===== config.mk =====
export PLATFORM = sky130hd
export DESIGN_NAME = multi_channel_soft_timer_unit
export DESIGN_NICKNAME = d
export VERILOG_FILES = /design/src/rtl/mcst_pkg.sv /design/src/rtl/multi_channel_soft_timer_unit.sv
export SDC_FILE = /design/constraint.sdc
export NUM_CORES = 1
export LEC_CHECK = 0
export ABC_AREA = 1
export BUFFER_PORTS_ARGS = -buffer_cell sky130_fd_sc_hd__buf_2
export CAP_MARGIN = 40
export CELL_PAD_IN_SITES_DETAIL_PLACEMENT = 1
export CELL_PAD_IN_SITES_GLOBAL_PLACEMENT = 1
export CORE_UTILIZATION = 40
export DETAILED_ROUTE_END_ITERATION = 6
export PLACE_DENSITY = 0.71
export SLEW_MARGIN = 30
export SYNTH_ARGS = -nofsm -noshare
export SYNTH_HDL_FRONTEND = slang
export SYNTH_SLANG_ARGS = --single-unit

===== constraint.sdc =====
create_clock -name clk_i -period 2.85 [get_ports clk_i]
set_input_delay 0.285 -clock clk_i [delete_from_list [all_inputs] [get_ports clk_i]]
set_output_delay 0.285 -clock clk_i [all_outputs]
set_load 0.02 [all_outputs]

===== src/rtl/mcst_pkg.sv =====
// Shared types and constants for the multi-channel soft timer unit.
package mcst_pkg;

  localparam int unsigned NUM_TIMERS = 4;
  localparam int unsigned IDX_W      = 2;
  localparam int unsigned CNT_W      = 32;
  localparam int unsigned NUM_W      = 3;
  localparam int unsigned MODE_W     = 2;
  localparam int unsigned MODES_W    = MODE_W * NUM_TIMERS;

  localparam int unsigned IN_DATA_W  = 8;
  localparam int unsigned OUT_DATA_W = 8;
  localparam int unsigned CFG_IDX_W  = 3;
  localparam int unsigned CFG_DATA_W = 32;

  typedef enum logic [1:0] {
    OP_TICK  = 2'd0,
    OP_START = 2'd1,
    OP_STOP  = 2'd2,
    OP_CHECK = 2'd3
  } op_e;

  typedef enum logic [CFG_IDX_W-1:0] {
    CFG_TIMERS_IN_USE = 3'd0,
    CFG_LIMIT_0       = 3'd1,
    CFG_LIMIT_1       = 3'd2,
    CFG_LIMIT_2       = 3'd3,
    CFG_LIMIT_3       = 3'd4,
    CFG_TIMER_MODES   = 3'd5
  } cfg_idx_e;

  localparam logic [MODE_W-1:0] MODE_TIMEOUT  = 2'd1;
  localparam logic [MODE_W-1:0] MODE_PERIODIC = 2'd2;

  localparam logic [NUM_W-1:0] TIMERS_RESET = NUM_W'(NUM_TIMERS);

endpackage


===== src/rtl/multi_channel_soft_timer_unit.sv =====
// Top level of the multi-channel soft timer unit.
// A request is held in the input register and its result in the result register;
// the result handshake is offered from the result register.
// Throughput: one request per cycle while results are taken; the input register
// and the result register each hold one request, so a stalled result backs up
// into the input stage. Reset: all timers stop with zero counts; timers_in_use
// resets to 4, limits and modes to zero.
module multi_channel_soft_timer_unit (
  input  logic                              clk_i,
  input  logic                              rst_ni,
  input  logic                              s_axis_tvalid,
  output logic                              s_axis_tready,
  input  logic [mcst_pkg::IN_DATA_W-1:0]    s_axis_tdata,  // op[1:0], timer_index[3:2]
  output logic                              m_axis_tvalid,
  input  logic                              m_axis_tready,
  output logic [mcst_pkg::OUT_DATA_W-1:0]   m_axis_tdata,  // triggered[0], any_running[1],
                                                           // running_mask[5:2]
  input  logic                              cfg_valid_i,
  output logic                              cfg_ready_o,
  input  logic [mcst_pkg::CFG_IDX_W-1:0]    cfg_index_i,
  input  logic [mcst_pkg::CFG_DATA_W-1:0]   cfg_data_i
);
  import mcst_pkg::*;

  logic [NUM_W-1:0]      timers_in_use_q;
  logic [CNT_W-1:0]      limit_q [NUM_TIMERS];
  logic [MODES_W-1:0]    timer_modes_q;

  logic                  in_valid_q;
  op_e                   op_q;
  logic [IDX_W-1:0]      idx_q;

  logic [NUM_TIMERS-1:0] running_q, running_d;
  logic [CNT_W-1:0]      count_q [NUM_TIMERS];
  logic [CNT_W-1:0]      count_d [NUM_TIMERS];

  logic                  out_valid_q;
  logic                  trig_q, trig_d;
  logic [NUM_TIMERS-1:0] mask_q;

  logic                  exec;
  logic [NUM_W-1:0]      n_eff;
  logic                  idx_ok;
  logic [MODE_W-1:0]     mode_sel;
  logic                  reached;

  assign cfg_ready_o   = 1'b1;
  assign exec          = in_valid_q && (!out_valid_q || m_axis_tready);
  assign s_axis_tready = !in_valid_q || exec;

  always_ff @(posedge clk_i or negedge rst_ni) begin
    if (!rst_ni) begin
      timers_in_use_q <= TIMERS_RESET;
      timer_modes_q   <= '0;
      for (int i = 0; i < NUM_TIMERS; i++) begin
        limit_q[i] <= '0;
      end
    end else if (cfg_valid_i) begin
      unique case (cfg_idx_e'(cfg_index_i))
        CFG_TIMERS_IN_USE: timers_in_use_q <= cfg_data_i[NUM_W-1:0];
        CFG_LIMIT_0:       limit_q[0]      <= cfg_data_i;
        CFG_LIMIT_1:       limit_q[1]      <= cfg_data_i;
        CFG_LIMIT_2:       limit_q[2]      <= cfg_data_i;
        CFG_LIMIT_3:       limit_q[3]      <= cfg_data_i;
        CFG_TIMER_MODES:   timer_modes_q   <= cfg_data_i[MODES_W-1:0];
        default: begin
        end
      endcase
    end
  end

  always_ff @(posedge clk_i or negedge rst_ni) begin
    if (!rst_ni) begin
      in_valid_q <= 1'b0;
    end else if (s_axis_tready) begin
      in_valid_q <= s_axis_tvalid;
    end
  end

  always_ff @(posedge clk_i) begin
    if (s_axis_tready && s_axis_tvalid) begin
      op_q  <= op_e'(s_axis_tdata[1:0]);
      idx_q <= s_axis_tdata[3:2];
    end
  end

  assign n_eff    = (timers_in_use_q > NUM_W'(NUM_TIMERS)) ? NUM_W'(NUM_TIMERS)
                                                           : timers_in_use_q;
  assign idx_ok   = {1'b0, idx_q} < n_eff;
  assign mode_sel = timer_modes_q[{idx_q, 1'b0} +: MODE_W];
  assign reached  = count_q[idx_q] >= limit_q[idx_q];

  always_comb begin
    running_d = running_q;
    count_d   = count_q;
    trig_d    = 1'b0;
    case (op_q)
      OP_TICK: begin
        for (int i = 0; i < NUM_TIMERS; i++) begin
          if (running_q[i] && (NUM_W'(i) < n_eff)) begin
            count_d[i] = count_q[i] + CNT_W'(1);
          end
        end
      end
      OP_START: begin
        if (idx_ok && (mode_sel == MODE_TIMEOUT || mode_sel == MODE_PERIODIC)) begin
          count_d[idx_q]   = '0;
          running_d[idx_q] = 1'b1;
        end
      end
      OP_STOP: begin
        if (idx_ok) begin
          running_d[idx_q] = 1'b0;
        end
      end
      default: begin
        if (idx_ok && running_q[idx_q] && reached) begin
          if (mode_sel == MODE_TIMEOUT) begin
            running_d[idx_q] = 1'b0;
          end
          count_d[idx_q] = '0;
          trig_d         = 1'b1;
        end
      end
    endcase
  end

  always_ff @(posedge clk_i or negedge rst_ni) begin
    if (!rst_ni) begin
      running_q   <= '0;
      out_valid_q <= 1'b0;
      for (int i = 0; i < NUM_TIMERS; i++) begin
        count_q[i] <= '0;
      end
    end else begin
      if (exec) begin
        running_q   <= running_d;
        count_q     <= count_d;
        out_valid_q <= 1'b1;
      end else if (m_axis_tready) begin
        out_valid_q <= 1'b0;
      end
    end
  end

  always_ff @(posedge clk_i) begin
    if (exec) begin
      trig_q <= trig_d;
      mask_q <= running_d;
    end
  end

  assign m_axis_tvalid = out_valid_q;
  assign m_axis_tdata  = {2'b00, mask_q, |mask_q, trig_q};

  a_any_matches_mask: assert property (@(posedge clk_i) disable iff (!rst_ni)
    m_axis_tvalid |-> (m_axis_tdata[1] == |m_axis_tdata[5:2]))
    else $error("any_running disagrees with running_mask");

  a_trig_only_check: assert property (@(posedge clk_i) disable iff (!rst_ni)
    (exec && op_q != OP_CHECK) |=> !trig_q)
    else $error("triggered set by a request other than check");

  a_tick_keeps_running: assert property (@(posedge clk_i) disable iff (!rst_ni)
    (exec && op_q == OP_TICK) |=> running_q == $past(running_q))
    else $error("tick changed a running bit");

  a_trig_clears_count: assert property (@(posedge clk_i) disable iff (!rst_ni)
    (exec && trig_d) |=> count_q[$past(idx_q)] == '0)
    else $error("trigger left a nonzero count");

endmodule

==> summary.txt <==
H-tree Lvls: 2
Post-route insts no fill: 3149
EDFF count, synth: 9
Slew at the pin closest to its max-slew limit: 0.713 ns
Primary FF master, synth: dfrtp_1
Failing checks: setup timing
Total track usage: 30.7%
Pin count of the biggest net entering global routing: 65
Vias in the first global route: 18300
I/O Buffers: 51
Starting density of the core: 40.6%
Net Switching: 3.78 mW
Crit-path slowest cell: edfxtp_1
Worst Hold End: limit_q[86]
Largest stage delay, worst path: 0.51 ns
Nets: 2674
Setup TNS: -81.43 ns
Crit path cell chain: buf_6 > nor2_4 > clkinv_2 > buf_12 > buf_4 > buf_12 > o221ai_4 > ha_4 > nand2_2 > nor2_1 > nor2_1 > nand3_1 > a21oi_1 > buf_4 > nand2_8 > nand2_8 > nand2_8 > nand2_8 > clkbuf_16 > nand2_1 > o21ai_1
Die area: 43400 um2
Switching share of power: 31.6%
Post-synth top area share: 40.0%
Met2 Use GR: 51.3%
Critical path type: flip-flop to flip-flop
Maximum vdd drop: 461 uV
Fin crit period: 3.51 ns
Busiest grt layer: met2
Hold Path Class: primary input to flip-flop
Antenna viol nets, final: 0
Setup WS post-layout: -0.657 ns
CTS tree: yes
R2R Path Start: idx_q[1]
Pint: 8.17 mW
Run status: finished with violations
Final HPWL DP: 47700 um
Storage element area: 7100 um2
Hold Path Stages: 3
Relative slew slack: 52.2%
Synth Register Bits: 282
Number of diodes: 0
Worst Setup End Kind: flip-flop
Total power divided by cell area: 528 nW/um2
Placed Cells: 3048
R2R setup slack: -0.66 ns
Startpoint types: flip-flop
Initial antenna violation count: 0
Hold path start: cfg_data_i[22]
First-pass GRT wire length: 104000 um
TritonCTS Sinks: 282
Post-synth top area cell: dfrtp_1
# fillers: 5077
Critical path's most frequent cell: nand2_8
Die height: 208 um
Number of buffers created by CTS: 36
Fmax: 285 MHz
Clk root buf: clkbuf_16
Max-cap check violation count: 0
Most common cell after layout, fill and taps aside: nand2_1
Yosys cell types: 49
Met3 usage: 3.23%
Proportion of layout cells with a drive suffix above 1: 23.8%
Syn Inst Count: 2326
Via-to-Cell Ratio: 5.75
Ys Warns: 0
Multi-input gate area: 9820 um2
Router iterations before antenna repair: 7
Required time of the critical path: 3.36 ns
Final wirelength: 68900 um
Initial detailed-routing violation count: 1248
Register area share after synthesis: 41.7%
Most frequent cells in the layout: nand2_1 (574), dfrtp_1 (272), buf_4 (221), o21ai_0 (220), inv_1 (191)
Leak: 9.87 nW
CP arrival: 4.01 ns
Die W: 208 um
Clock Pin Slew Worst Setup and Hold Paths: 0.06 ns
Max clock buf depth: 3
Final setup fails: 137
Post-route DRC violation count: 0
Flop pwr share: 40.3%
Clk pwr share: 37.9%
Average routed wire per standard cell: 21.9 um
Worst clock skew: 0.0354 ns
Slew Limit Fails: 0
Congestion Overflow GR: 0
Reg-to-Reg End: count_q[38]
Via count: 18100
Boundary Pins: 59
CORE AREA: 41900 um2
Post-route clock period utilization: 123%
R2R depth: 21
Combinational Power Share: 21.8%
Clock latency on the worst-skew pair: 0.58 ns
Synth area leaders: dfrtp_1 (40%), nand2_1 (14%), o21ai_0 (7.1%)
Routability congestion estimate: 0.930
Area grow syn2layout: 33.1%
Ys async rst share: 96.8%
Synth Area per Inst: 7.32 um2
Synthesized area: 17000 um2
Final Hold Viols: 0
Met1 Use GR: 41.4%
Worst Path Max Fanout: 9
RSZ-0062 raised after global routing: yes
# rows: 75
-- what timing repair did --
action	4_1_cts	5_1_grt
setup buffers	10	9
pin swaps	31	25
hold buffers	7	0
gates cloned	7	14
endpoints found under the setup margin	137	137
hold endpoints to repair	63	0
resized for setup	136	173
-- per-stage QoR --
step	util, %	total power [mW]	hold slack (ns)	instance area, um2	setup WS [ns]
after global routing	54.0	12.5	0.0375	22700	-0.780
after floorplan	-	5.98	-0.0106	17200	0.00334
after CTS	51.8	11.8	0.00167	21700	-0.501
after global placement	46.7	6.83	0.309	19600	-0.674
final	54.0	12.0	0.0156	22700	-0.657
after detailed placement	46.7	6.95	0.307	19600	-0.785
-- area by class of cell --
type	instances	share of cell area (%)
clock buffer	51	4.53
clock inverter	9	0.547
inverter	198	3.33
multi-input combinational	1730	43.3
sequential	282	31.3
tap	539	2.98
timing repair buffer	340	13.9
-- power by group through the flow --
| stage | clock network [mW] | logic [mW] | registers [mW] |
|---|---|---|---|
| finish | 4.53 | 2.61 | 4.81 |
| CTS | 4.62 | 2.36 | 4.79 |
| global route | 4.75 | 2.86 | 4.87 |
| detailed placement | 0 | 2.11 | 4.84 |
| global placement | 0 | 2.02 | 4.82 |
| floorplan | 0 | 1.17 | 4.81 |
-- registers in the layout (all words and copies together), names as in the netlist, 2 cells and up --
name             count
mask_q               4
timer_modes_q        8
limit_q            128
op_q                 2
running_q            4
timers_in_use_q      3
idx_q                2
count_q            128
-- critical path, delay by kind of cell (launching register included) --
kind,cells,cell delay (ns)
AO/OA/AOI/OAI,3,0.45
buffers and inverters,7,1.09
AND/OR/NAND/NOR,10,1.12
adder cells (fa/ha/maj),1,0.25
flip-flops,1,0.51
-- per-layer routing --
layer  wire (um)  vias up
met4        2080        0
met1       30200     9117
met5           0        -
li1            -     8366
met3        3250      112
met2       33400      509
-- cells in the mapped netlist, types with 2 or more instances --
| master | number |
|---|---|
| a21boi_0 | 2 |
| a21o_1 | 2 |
| a21oi_1 | 87 |
| a221oi_1 | 33 |
| a22o_1 | 32 |
| a22oi_1 | 30 |
| buf_1 | 5 |
| buf_2 | 27 |
| buf_4 | 4 |
| buf_6 | 3 |
| clkbuf_1 | 79 |
| clkinv_1 | 2 |
| conb_1 | 2 |
| dfrtp_1 | 272 |
| edfxtp_1 | 9 |
| ha_1 | 38 |
| inv_1 | 192 |
| inv_2 | 4 |
| nand2_1 | 652 |
| nand2_2 | 5 |
| nand3_1 | 78 |
| nand3b_1 | 6 |
| nand4_1 | 24 |
| nor2_1 | 169 |
| nor2_2 | 8 |
| nor2_4 | 2 |
| nor3_1 | 102 |
| nor3b_1 | 8 |
| o211ai_1 | 4 |
| o21a_1 | 3 |
| o21ai_0 | 242 |
| o21ai_1 | 97 |
| o21ai_2 | 4 |
| o221ai_1 | 21 |
| o22ai_1 | 20 |
| o2bb2ai_1 | 2 |
| o31ai_1 | 3 |
| xnor2_1 | 5 |
| xor2_1 | 38 |
-- kinds of logic after synthesis --
kind of cell	count (synthesis)	synth area share [%]
AO/OA/AOI/OAI	585	20.1
XOR/XNOR	43	2.21
adder cells (fa/ha/maj)	38	2.79
buffers and inverters	316	7.39
flip-flops	282	41.7
other	2	0.0441
AND/OR/NAND/NOR	1060	25.8
-- worst max path at each step --
stage,startpoint,endpoint,cells after the start
after global routing,idx_q[1],count_q[38],22
after global placement,idx_q[1],count_q[103],22
after detailed placement,idx_q[1],count_q[100],20
after CTS,idx_q[1],count_q[47],20
after floorplan,idx_q[0],count_q[49],23
final,idx_q[1],count_q[38],21
Power figures use the tool's default switching activity.
